File: config.mk
export PLATFORM = sky130hd
export DESIGN_NAME = ptbd_ctrl
export DESIGN_NICKNAME = d
export VERILOG_FILES = /design/src/rtl/prefix_tree_bit_decoder_core_assert.svh /design/src/rtl/ptbd_pkg.sv /design/src/rtl/ptbd_ctrl.sv
export SDC_FILE = /design/constraint.sdc
export NUM_CORES = 1
export LEC_CHECK = 0
export ABC_AREA = 1
export BUFFER_PORTS_ARGS = -buffer_cell sky130_fd_sc_hd__buf_2
export CAP_MARGIN = 40
export CORE_AREA = 2 2 39 41
export CTS_BUF_LIST = sky130_fd_sc_hd__clkbuf_16
export CTS_CLUSTER_SIZE = 28
export DETAILED_ROUTE_END_ITERATION = 10
export DIE_AREA = 0 0 41 43
export PLACE_DENSITY = 0.51
export SETUP_SLACK_MARGIN = 0.5
export SYNTH_ARGS = -nofsm -noshare
export SYNTH_HDL_FRONTEND = slang
export SYNTH_SLANG_ARGS = --single-unit
export TNS_END_PERCENT = 30
File: constraint.sdc
create_clock -name clk -period 0.9 [get_ports clk]
set_input_delay 0.09 -clock clk [delete_from_list [all_inputs] [get_ports clk]]
set_output_delay 0.09 -clock clk [all_outputs]
set_load 0.05 [all_outputs]
File: src/rtl/prefix_tree_bit_decoder_core_assert.svh
// Assertion macros used by the prefix tree decoder datapath
`ifndef PREFIX_TREE_BIT_DECODER_CORE_ASSERT_SVH
`define PREFIX_TREE_BIT_DECODER_CORE_ASSERT_SVH
`ifndef NO_ASSERTIONS
// Check that cons holds in the same cycle as ante
`define PTBD_ASSERT_IMP(lbl, clk, rst_n, ante, cons, msg) \
  lbl: assert property (@(posedge clk) disable iff (!rst_n) (ante) |-> (cons)) \
    else $error(msg);
// Check that cons holds in the cycle after ante
`define PTBD_ASSERT_NXT(lbl, clk, rst_n, ante, cons, msg) \
  lbl: assert property (@(posedge clk) disable iff (!rst_n) (ante) |=> (cons)) \
    else $error(msg);
`else
`define PTBD_ASSERT_IMP(lbl, clk, rst_n, ante, cons, msg)
`define PTBD_ASSERT_NXT(lbl, clk, rst_n, ante, cons, msg)
`endif
`endif

File: src/rtl/ptbd_pkg.sv
// Shared types, widths and codes of the prefix tree bit decoder
package ptbd_pkg;

  localparam int IDX_W   = 9;
  localparam int SYM_W   = 8;
  localparam int CODE_W  = 8;
  localparam int NBITS_W = 4;
  localparam int NODE_W  = 2 * IDX_W + 1 + SYM_W;

  localparam int NODE_COUNT_DEF   = 512;
  localparam int SYMBOL_COUNT_DEF = 256;

  localparam logic [1:0] OP_WRITE   = 2'd0;
  localparam logic [1:0] OP_DECODE  = 2'd1;
  localparam logic [1:0] OP_RESTART = 2'd2;

  typedef enum logic [1:0] {
    ST_IDLE,
    ST_WALK,
    ST_FLUSH
  } state_t;

  // Commands from the controller to the datapath
  typedef struct packed {
    logic wr;       // write the request's node into the table
    logic restart;  // put the walk back at the root
    logic ld;       // load a code byte and fetch the current node
    logic step;     // consume one code bit and fetch the child
    logic leaf;     // take the leaf symbol and fetch the root
    logic flush;    // send the held symbol out as the last one
  } ptbd_cmd_t;

  // Status from the datapath to the controller
  typedef struct packed {
    logic nbits_zero;  // incoming decode request has no valid bits
    logic bits_zero;   // no code bits left in the current byte
    logic leaf_hit;    // node just reached by a move is a leaf
    logic pend_valid;  // a decoded symbol waits for its last flag
    logic out_free;    // output register can take a symbol now
  } ptbd_sts_t;

endpackage

File: src/rtl/ptbd_ctrl.sv
// Controller state machine of the prefix tree bit decoder
module ptbd_ctrl (
  input  logic                  clk,
  input  logic                  rst_n,
  input  logic                  in_valid,
  output logic                  in_ready,
  input  logic [1:0]            in_opcode,
  input  ptbd_pkg::ptbd_sts_t   sts_i,
  output ptbd_pkg::ptbd_cmd_t   cmd_o
);
  import ptbd_pkg::*;

  state_t state_r, state_nxt;

  // State register
  always_ff @(posedge clk) begin
    if (!rst_n) begin
      state_r <= ST_IDLE;
    end else begin
      state_r <= state_nxt;
    end
  end

  // Next state and commands
  always_comb begin
    state_nxt = state_r;
    cmd_o     = '0;
    in_ready  = 1'b0;
    case (state_r)
      ST_IDLE: begin
        in_ready = 1'b1;
        if (in_valid) begin
          case (in_opcode)
            OP_WRITE:   cmd_o.wr = 1'b1;
            OP_RESTART: cmd_o.restart = 1'b1;
            OP_DECODE: begin
              if (!sts_i.nbits_zero) begin
                cmd_o.ld  = 1'b1;
                state_nxt = ST_WALK;
              end
            end
            default: ;
          endcase
        end
      end
      ST_WALK: begin
        if (sts_i.leaf_hit) begin
          // hold until the previous symbol has room to leave
          if (sts_i.out_free || !sts_i.pend_valid) begin
            cmd_o.leaf = 1'b1;
            if (sts_i.bits_zero) begin
              state_nxt = ST_FLUSH;
            end
          end
        end else if (!sts_i.bits_zero) begin
          cmd_o.step = 1'b1;
        end else begin
          state_nxt = ST_FLUSH;
        end
      end
      ST_FLUSH: begin
        if (!sts_i.pend_valid) begin
          state_nxt = ST_IDLE;
        end else if (sts_i.out_free) begin
          cmd_o.flush = 1'b1;
          state_nxt   = ST_IDLE;
        end
      end
      default: state_nxt = ST_IDLE;
    endcase
  end

endmodule

==> metrics.md, run 1 <==
| Metric | Value |
|---|---|
| Row Count | `14` |
| Maximum number of pins on one net before global-route repair | `5` |
| Die W | `between 40 and 50 microns` |
| Crit. End Element | `output port` |
| Peak VDD IR | `between 1.5 and 2 mV` |
| Fin util | `38.07%` |
| Largest family of logic cells by synthesized area | `simple AND/OR/NAND/NOR gates` |
| DIE AREA | `between 1500 and 2000 sq um` |
| Initial antenna violation count | `0` |
| PortBufs | `16` |
| Final setup fails | `9` |
| Starting Density | `a little over an eighth` |
| H-tree depth | `1` |
| R2R Path End | `state_r[1]` |
| DR vias/cell | `around 3.9` |
| Register area share after synthesis | `21.19%` |
| Violated checks | `setup timing` |
| GRT Overall Usage | `around 8.5%` |
| Unique masters post-synth | `10` |
| Rel. slew slack | `between 80% and 90%` |
| Worst-Skew Late Latency | `~220 ps` |
| MaxCap Viol Count | `0` |
| Synth Net Count | `48` |
| First-pass GRT wire length | `roughly 1000 microns` |
| Nets | `77` |
| Mapped Cells | `38` |
| Final HPWL DP | `511.6 microns` |
| Syn Std Cell Area | `around 190 sq um` |
| Hold Crit Class | `input pin to register` |
| Ports | `17` |
| Cts bufs inserted | `3` |
| WHS Path Cells | `3` |
| Commonest non-fill, non-tap cell in the layout | `nand2_1` |
| CTS tree | `done` |
| Synthesis-to-finish area growth | `178.8%` |
| Final wirelength | `about 670 microns` |
| P_leak | `about 0.28 nW` |
| Drt initial violations | `0` |
| Grt ovf | `0` |
| Clock transition at path regs | `~30 ps` |
| Post-synth top area share | `between 20% and 30%` |
| Mux contribution to synthesized area | `0%` |
| CTS Sinks | `2` |
| Status | `complete, but fails checks` |
| FF-to-FF Start | `state_r[1]` |
| CP arrival | `1160 ps` |
| Yosys warns | `0` |
| Root Buffer | `clkbuf_16` |
| Tmin final | `around 1200 ps` |
| Biggest regs | `state_r (2)` |
| Drt wl/cell | `roughly 8 microns` |
| Core area | `roughly 1400 sq um` |
| Fraction of layout cells with a size suffix above 1 | `~65%` |
| Most flops, register | `state_r` |
| Post-synthesis compound-gate area fraction | `0%` |
| Commonest cells after routing, fill and taps aside | `nand2_1 (12), buf_2 (10), buf_6 (7), buf_4 (7), nor2_1 (6)` |
| Setup CP Type | `register to output port` |
| Most area-consuming cells after synthesis | `nand2_1 (26%), nor2_1 (22%), dfxtp_1 (21%)` |
| Final worst slack | `-345.8 ps` |
| DRT antenna net count | `0` |
| Final worst-path cycle share | `138.4%` |
| Register-to-register setup slack | `-180 ps` |
| RSZ-0062 raised after global routing | `true` |
| Final Wtd Congestion | `~0.70` |
| ANT cells | `0` |
| Xor/xnor share of the synthesized area | `0%` |
| Pwr Total | `~0.0018 W` |
| Pwr dens | `about 3500 nW/um^2` |
| DRC Markers | `0` |
| CP Launch Type | `register` |
| Synth Area in Simple Gates | `64.90%` |
| Mean post-synth cell area | `~5.0 sq um` |
| Setup bufs post-CTS | `0` |
| Hold-fix buffers, CTS | `0` |
| Final hold vios | `0` |
| Clk_skew | `about 2 ps` |
| Pre-antenna DRT Iters | `1` |
| Synth Register Bits | `2` |
| Crit-path max FO | `3` |
| Fmax | `approximately 800 MHz` |
| Largest register FFs | `2` |
| Slew @ Worst Pin | `roughly 250 ps` |
| Largest area contributor in the netlist | `nand2_1` |
| Count of pins over their slew limit | `0` |
| Vias in the first global route | `290` |
| Critical path data required time | `just over 800 ps` |
| Number of cells on the worst reg-to-reg path | `9` |
| Die Y | `43 microns` |
| Routed vias | `approximately 310` |
| Min-delay src | `rst_n` |
| Post-Synth Adder-Cell Area | `0%` |
| Hold EP | `state_r[0]` |
| Clock Path Buffers | `2` |
## stage by stage
stage               TNS (ps)  instances  setup WS, ps  hold WS (ps)  cell area, sq um
global placement       -1337         78        -237.0         330.8             384.1
floorplan              -3047         38        -639.4         203.0             224.0
CTS                    -2308         81        -358.3         99.74             509.2
detailed placement     -1396         78        -252.2         333.0             384.1
finish                 -2254         81        -345.8         98.44             526.8
global route           -2853         81        -417.6         115.7             526.8
## timing repair
action | in CTS | in global routing
pin swaps | 4 | 0
hold endpoints to repair | 0 | 0
endpoints found under the setup margin | 9 | 9
gates resized for setup | 16 | 6
## worst max-delay path by stage
stage | start | to | slack [ps] | cells after the start
after global routing | state_r[0] | cmd_o[4] | -420 | 5
final | state_r[0] | cmd_o[4] | -350 | 5
after detailed placement | state_r[1] | cmd_o[5] | -250 | 4
after floorplan | state_r[1] | cmd_o[5] | -640 | 3
after global placement | state_r[1] | cmd_o[5] | -240 | 4
after CTS | state_r[0] | cmd_o[4] | -360 | 5
## where the power goes
group	total (W)	internal (W)	switching (W)
Sequential	0.000186	0.000140	0.0000456
Combinational	0.00101	0.000438	0.000570
Clock	0.000654	0.000564	0.0000898
## cells in the mapped netlist
library cell	count
nor3_1	1
nand3_1	1
inv_1	6
nor2_1	11
inv_2	1
nand2_1	13
nor2_2	1
nand3_2	1
nor4_1	1
dfxtp_1	2
## worst max-delay path, stage by stage, from the launching register on
cell,delay [ps]
dfxtp_2,330
nor2_4,120
buf_4,120
nand2_1,70
nor3_4,120
buf_6,180
## cells by family after synthesis
kind of cell,after synthesis
and+or+nand+nor,29
buffers and inverters,7
DFF,2
## layer usage
layer | GRT usage [%] | share of wire, %
met4 | 2.000 | 0
met2 | 13.44 | 49
met1 | 9.554 | 38
met5 | 0 | 0
met3 | 4.712 | 12
## final cells by class
| type | count | area [sq um] |
|---|---|---|
| clock buffer | 3 | 75.07 |
| sequential | 2 | 45.04 |
| multi-input combinational | 29 | 178.9 |
| inverter | 7 | 26.28 |
| fill | 160 | 857.1 |
| tap | 16 | 20.02 |
| timing repair buffer | 24 | 181.4 |
(Power assumes the default switching activity.)
==> inputs of run 2 (changes only) <==
Settings changed: TNS_END_PERCENT 30 to default.
==> metrics.md, run 2 (synthesis results as in run 1) <==
| Metric | Value |
|---|---|
| Status | `complete, but fails checks (unchanged)` |
| Violated checks | `setup timing (unchanged)` |
| Initial antenna violation count | `0 (unchanged)` |
| Fraction of layout cells with a size suffix above 1 | `79.73% (was 64.62%)` |
| Die Y | `43 microns (unchanged)` |
| Root Buffer | `clkbuf_16 (unchanged)` |
| PortBufs | `16 (unchanged)` |
| Final Wtd Congestion | `0.7065 (was 0.7004)` |
| Commonest cells after routing, fill and taps aside | `buf_4 (14), buf_2 (9), nand2_1 (7) (was nand2_1 (12), buf_2 (10), buf_6 (7), buf_4 (7), nor2_1 (6))` |
| Largest register FFs | `2 (unchanged)` |
| Most flops, register | `state_r (unchanged)` |
| Hold Crit Class | `input pin to register (unchanged)` |
| Slew @ Worst Pin | `274.1 ps (was 249.0 ps)` |
| Crit-path max FO | `3 (unchanged)` |
| Family with the most delay on the worst path | `flip-flops (unchanged)` |
| Filler cells | `126 (was 160)` |
| Clock Path Buffers | `2 (unchanged)` |
| Hold Worst Slack | `96.84 ps (was 98.44 ps)` |
| Crit. End Element | `output port (unchanged)` |
| Pre-antenna DRT Iters | `1 (unchanged)` |
| CTS tree | `done (unchanged)` |
| CP arrival | `1110 ps (was 1160 ps)` |
| Setup CP Type | `register to output port (unchanged)` |
| Routed wl met2 | `432 microns (was 328 microns)` |
| Drt initial violations | `0 (unchanged)` |
| Clock transition at path regs | `30 ps (about the same)` |
| Cts bufs inserted | `3 (unchanged)` |
| Final HPWL DP | `510.1 microns (was 511.6 microns)` |
| Met3 Wirelength | `30 microns (was 82 microns)` |
| Starting Density | `13.65% (unchanged)` |
| Core area | `1384 sq um (unchanged)` |
| CP Launch Type | `register (unchanged)` |
| Top routing layer used | `met4 (was met3)` |
| P_leak | `0.3383 nW (was 0.2801 nW)` |
| Maximum number of pins on one net before global-route repair | `5 (unchanged)` |
| Clk_skew | `2.252 ps (was 2.008 ps)` |
| Final hold vios | `0 (unchanged)` |
| MaxCap Viol Count | `0 (unchanged)` |
| Routed vias | `355 (was 314)` |
| Fmax | `836.0 MHz (was 802.7 MHz)` |
| Rel. slew slack | `81.66% (was 83.52%)` |
| DIE AREA | `1763 sq um (unchanged)` |
| Synthesis-to-finish area growth | `262.9% (was 178.8%)` |
| Drt wl/cell | `8.356 microns (was 8.222 microns)` |
| Final setup fails | `9 (unchanged)` |
| Critical path data required time | `810 ps (about the same)` |
| Final worst slack | `-296.2 ps (was -345.8 ps)` |
| Count of pins over their slew limit | `0 (unchanged)` |
| Met1 wire length | `281 microns (was 256 microns)` |
| Nets | `86 (was 77)` |
| CP Buf/Inv Count | `3 (was 2)` |
| Biggest regs | `state_r (2) (unchanged)` |
| Final wirelength | `752 microns (was 666 microns)` |
| H-tree depth | `1 (unchanged)` |
| Critical Path Max Stage Delay | `350 ps (was 330 ps)` |
| GRT Overall Usage | `9.729% (was 8.509%)` |
| Die W | `41 microns (unchanged)` |
| Worst-Skew Late Latency | `220 ps (about the same)` |
| Peak VDD IR | `1.993 mV (was 1.671 mV)` |
| Grt ovf | `0 (unchanged)` |
| CTS Sinks | `2 (unchanged)` |
| Tmin final | `1196 ps (was 1246 ps)` |
| RSZ-0062 raised after global routing | `true (unchanged)` |
| Placed Cells | `78 (unchanged)` |
| Setup TNS | `-2307 ps (was -2254 ps)` |
| ANT cells | `0 (unchanged)` |
| Vias in the first global route | `301 (was 290)` |
| DRT antenna net count | `0 (unchanged)` |
| Critical-path cell list | `nor2_4 > inv_2 > buf_6 > nor2_4 > buf_6 (was nor2_4 > buf_4 > nand2_1 > nor3_4 > buf_6)` |
| CP max-delay cell | `dfxtp_4 (was dfxtp_2)` |
| Ports | `17 (unchanged)` |
| DRC Markers | `0 (unchanged)` |
| DR vias/cell | `3.944 (was 3.877)` |
| Commonest non-fill, non-tap cell in the layout | `buf_4 (was nand2_1)` |
| Non-Filler Instances | `90 (was 81)` |
| Row Count | `14 (unchanged)` |
| Final worst-path cycle share | `132.9% (was 138.4%)` |
| First-pass GRT wire length | `1152 microns (was 1028 microns)` |
| Pre-CTS WS | `-253.9 ps (was -252.2 ps)` |
| Pwr dens | `3431 nW/um^2 (was 3507 nW/um^2)` |
[run 2: cell count changes in the layout (fill, tap and decap cells not counted), moves of 2 or more]
cell | before | now
buf_4 | 7 | 14
nand2_1 | 12 | 7
buf_8 | 0 | 4
nand2_2 | 1 | 5
nor2_4 | 2 | 6
nand3_2 | 2 | 0
nand3_4 | 0 | 2
nor2_1 | 6 | 4
nor2_2 | 4 | 2
[run 2: area by class of cell]
type                            count  area [sq um]  share of cell area [%]
Sequential cell                     2         47.55                   6.934
Timing Repair Buffer               33         277.8                   40.51
Clock buffer                        3         75.07                   10.95
Inverter                            7         28.78                   4.197
Multi-Input combinational cell     29         236.5                   34.49
Tap cell                           16         20.02                   2.920
[run 2: report_power, final]
group / internal (W) / total [W] / switching, W
logic: 0.000744 / 0.00148 / 0.000738
registers: 0.000147 / 0.000211 / 0.0000637
clock network: 0.000565 / 0.000660 / 0.0000951
total: 0.00146 / 0.00235 / 0.000896
[run 2: per-layer routing]
layer  vias up  track usage [%]
li1        185                -
met1       160            10.58
met2         8            15.31
met3         2            3.141
met4         0            6.000
met5         -                0
[run 2: per-stage QoR]
stage	area (sq um)	total power [W]	utilization, %
2_1_floorplan	247.7	0.0007355	-
3_3_place_gp	407.9	0.001053	29.48
3_5_place_dp	407.9	0.001051	29.48
6_report	685.7	0.002352	49.55
5_1_grt	685.7	0.002481	49.55
4_1_cts	610.6	0.002087	44.12
[run 2: worst register-to-register path, stage by stage (launching register included)]
cell and delay [ps]:
dfxtp_4 360, inv_2 60, nor2_4 120, nand2_2 80, buf_4 140, nand3_4 100
nand2_1 60, nand2_1 50, nor2_1 30
[run 2: timing repair]
item,CTS,global route
pin swaps,5,7
hold buffers,0,0
setup buffers,7,2
resized for setup,24,16
setup endpoints to repair,9,9
[run 2: final timing paths]
path | slack (ps) | from | end | cells past startpoint
worst max-delay path | -300 | state_r[0] | cmd_o[3] | 5
worst max register to register | -210 | state_r[0] | state_r[0] | 8
worst min register to register | 790 | state_r[0] | state_r[0] | 6
worst min-delay path | 100 | rst_n | state_r[0] | 3
==> inputs of run 3 (changes only) <==
Settings changed: SETUP_SLACK_MARGIN 0.5 to 0.4.
Clock period 0.9 ns to 1.1 ns, I/O delays scaled along.
==> metrics.md, run 3 (synthesis results as in run 1) <==
| Metric | Value |
|---|---|
| Row Count | `14 (unchanged)` |
| Biggest regs | `state_r (2) (unchanged)` |
| Root Buffer | `clkbuf_16 (unchanged)` |
| P_leak | `0.3076 nW (was 0.3383 nW)` |
| Commonest non-fill, non-tap cell in the layout | `nand2_1 (was buf_4)` |
| Clock transition at path regs | `30 ps (about the same)` |
| Final worst-path cycle share | `114.1%` |
| Die Y | `43 microns (unchanged)` |
| Hold-fix buffers, CTS | `0 (unchanged)` |
| PortBufs | `16 (unchanged)` |
| Placed instance area | `392.9 sq um (was 407.9 sq um)` |
| Crit-path max FO | `4 (was 3)` |
| DRT antenna net count | `0 (unchanged)` |
| Tmin final | `roughly 1300 ps` |
| Setup CP Type | `register to output port (unchanged)` |
| CP arrival | `1150 ps (was 1110 ps)` |
| Fraction of layout cells with a size suffix above 1 | `70.59% (was 79.73%)` |
| Min-delay src | `rst_n (unchanged)` |
| Final Instance Area | `615.6 sq um (was 685.7 sq um)` |
| Register-to-register setup slack | `-30 ps (was -210 ps)` |
| ANT cells | `0 (unchanged)` |
| Worst-Skew Late Latency | `220 ps (about the same)` |
| Setup TNS | `-770.2 ps (was -2307 ps)` |
| DIE AREA | `1763 sq um (unchanged)` |
| Violated checks | `setup timing (unchanged)` |
| CP startpoint | `state_r[1] (was state_r[0])` |
| DRC Markers | `0 (unchanged)` |
| Slew @ Worst Pin | `252.7 ps (was 274.1 ps)` |
| DR vias/cell | `3.881 (was 3.944)` |
| Count of pins over their slew limit | `0 (unchanged)` |
| Clk_skew | `2.171 ps (was 2.252 ps)` |
| Critical path data required time | `990 ps (was 810 ps)` |
| FF-to-FF Start | `state_r[1] (was state_r[0])` |
| First-pass GRT wire length | `1083 microns (was 1152 microns)` |
| Vias in the first global route | `270 (was 301)` |
| Filler cells | `133 (was 126)` |
| CTS Sinks | `2 (unchanged)` |
| Die W | `41 microns (unchanged)` |
| RSZ-0062 raised after global routing | `true (unchanged)` |
| Grt ovf | `0 (unchanged)` |
| Routed vias | `326 (was 355)` |
| Final worst slack | `-155.6 ps (was -296.2 ps)` |
| Final hold vios | `0 (unchanged)` |
| Peak VDD IR | `1.496 mV (was 1.993 mV)` |
| Final Wtd Congestion | `0.6993 (was 0.7065)` |
| R2R Path End | `state_r[0] (unchanged)` |
| Cts bufs inserted | `3 (unchanged)` |
| Commonest cells after routing, fill and taps aside | `nand2_1 (10), buf_2 (9), buf_4 (8) (was buf_4 (14), buf_2 (9), nand2_1 (7))` |
| Pre-antenna DRT Iters | `2 (was 1)` |
| Core area | `1384 sq um (unchanged)` |
| CTS tree | `done (unchanged)` |
| Crit. End Element | `output port (unchanged)` |
| Most flops, register | `state_r (unchanged)` |
| Drt wl/cell | `8.000 microns (was 8.356 microns)` |
| Number of cells on the worst reg-to-reg path | `8 (unchanged)` |
| Initial antenna violation count | `0 (unchanged)` |
| MaxCap Viol Count | `0 (unchanged)` |
| Final setup fails | `9 (unchanged)` |
| Fmax | `~800 MHz` |
| Rel. slew slack | `83.09% (was 81.66%)` |
| WHS Path Cells | `3 (unchanged)` |
| Final HPWL DP | `500.4 microns (was 510.1 microns)` |
| GRT Overall Usage | `9.719% (was 9.729%)` |
| Nets | `80 (was 86)` |
| Ports | `17 (unchanged)` |
| Starting Density | `13.65% (unchanged)` |
| Clock Path Buffers | `2 (unchanged)` |
| Status | `complete, but fails checks (unchanged)` |
| Final wirelength | `672 microns (was 752 microns)` |
| Largest register FFs | `2 (unchanged)` |
| Hold EP | `state_r[0] (unchanged)` |
| Maximum number of pins on one net before global-route repair | `5 (unchanged)` |
| Drt initial violations | `4 (was 0)` |
| H-tree depth | `1 (unchanged)` |
| CP Launch Type | `register (unchanged)` |
| Synthesis-to-finish area growth | `225.8% (was 262.9%)` |
| Pwr dens | `2873 nW/um^2 (was 3431 nW/um^2)` |
| Hold Crit Class | `input pin to register (unchanged)` |
run 3: worst max-delay path by stage:
stage / slack (ps) / endpoint / cells past startpoint
after floorplan: -460 / cmd_o[5] / 3
after global placement: -90 / cmd_o[5] / 4
after detailed placement: -80 / cmd_o[5] / 4
after CTS: -130 / cmd_o[2] / 5
after global routing: -200 / cmd_o[5] / 4
final: -160 / cmd_o[3] / 5
run 3: per-stage QoR:
| stage | setup slack, ps | hold WS [ps] | total power, W | cells | util, % |
|---|---|---|---|---|---|
| finish | -155.6 | 118.9 | 0.001768 | 84 | 44.48 |
| global route | -198.9 | 132.2 | 0.001863 | 84 | 44.48 |
| CTS | -134.3 | 116.3 | 0.001623 | 82 | 40.69 |
| detailed placement | -78.78 | 345.9 | 0.0008549 | 76 | 28.39 |
| global placement | -89.64 | 348.6 | 0.0008556 | 76 | 28.39 |
| floorplan | -459.0 | 223.0 | 0.0006018 | 38 | - |
run 3: critical path, stage by stage (launching register included):
cell and delay, ps:
dfxtp_4 350, nor2_4 160, inv_2 70, buf_6 120, nor2_4 70, buf_6 160
run 3: area by class of cell:
class / instances / area (sq um) / share of cell area [%]
multi-input cells: 29 / 211.5 / 34.35
well taps: 16 / 20.02 / 3.252
clock buffers: 3 / 75.07 / 12.20
repair buffers: 27 / 232.7 / 37.80
inverters: 7 / 28.78 / 4.675
flip-flops and latches: 2 / 47.55 / 7.724
run 3: timing repair:
item | 4_1_cts | 5_1_grt
endpoints found under the setup margin | 9 | 9
pin swaps | 6 | 6
buffers inserted | 3 | 2
gates resized for setup | 22 | 11
run 3: metal layers:
metal  wire length (microns)  vias up  global-route usage [%]  share of wire, %
met4                      24        0                   10.00               3.6
met2                     329        8                   13.75                49
li1                        -      174                       -                 -
met1                     277      140                   10.22                41
met5                       0        -                       0                 0
met3                      40        4                   3.141               6.0
run 3: power breakdown:
group,internal (W),switching (W),leakage [nW]
Sequential,0.000120,0.0000499,0.0178
Combinational,0.000516,0.000538,0.253
Clock,0.000462,0.0000820,0.0370
Total,0.00110,0.000670,0.308
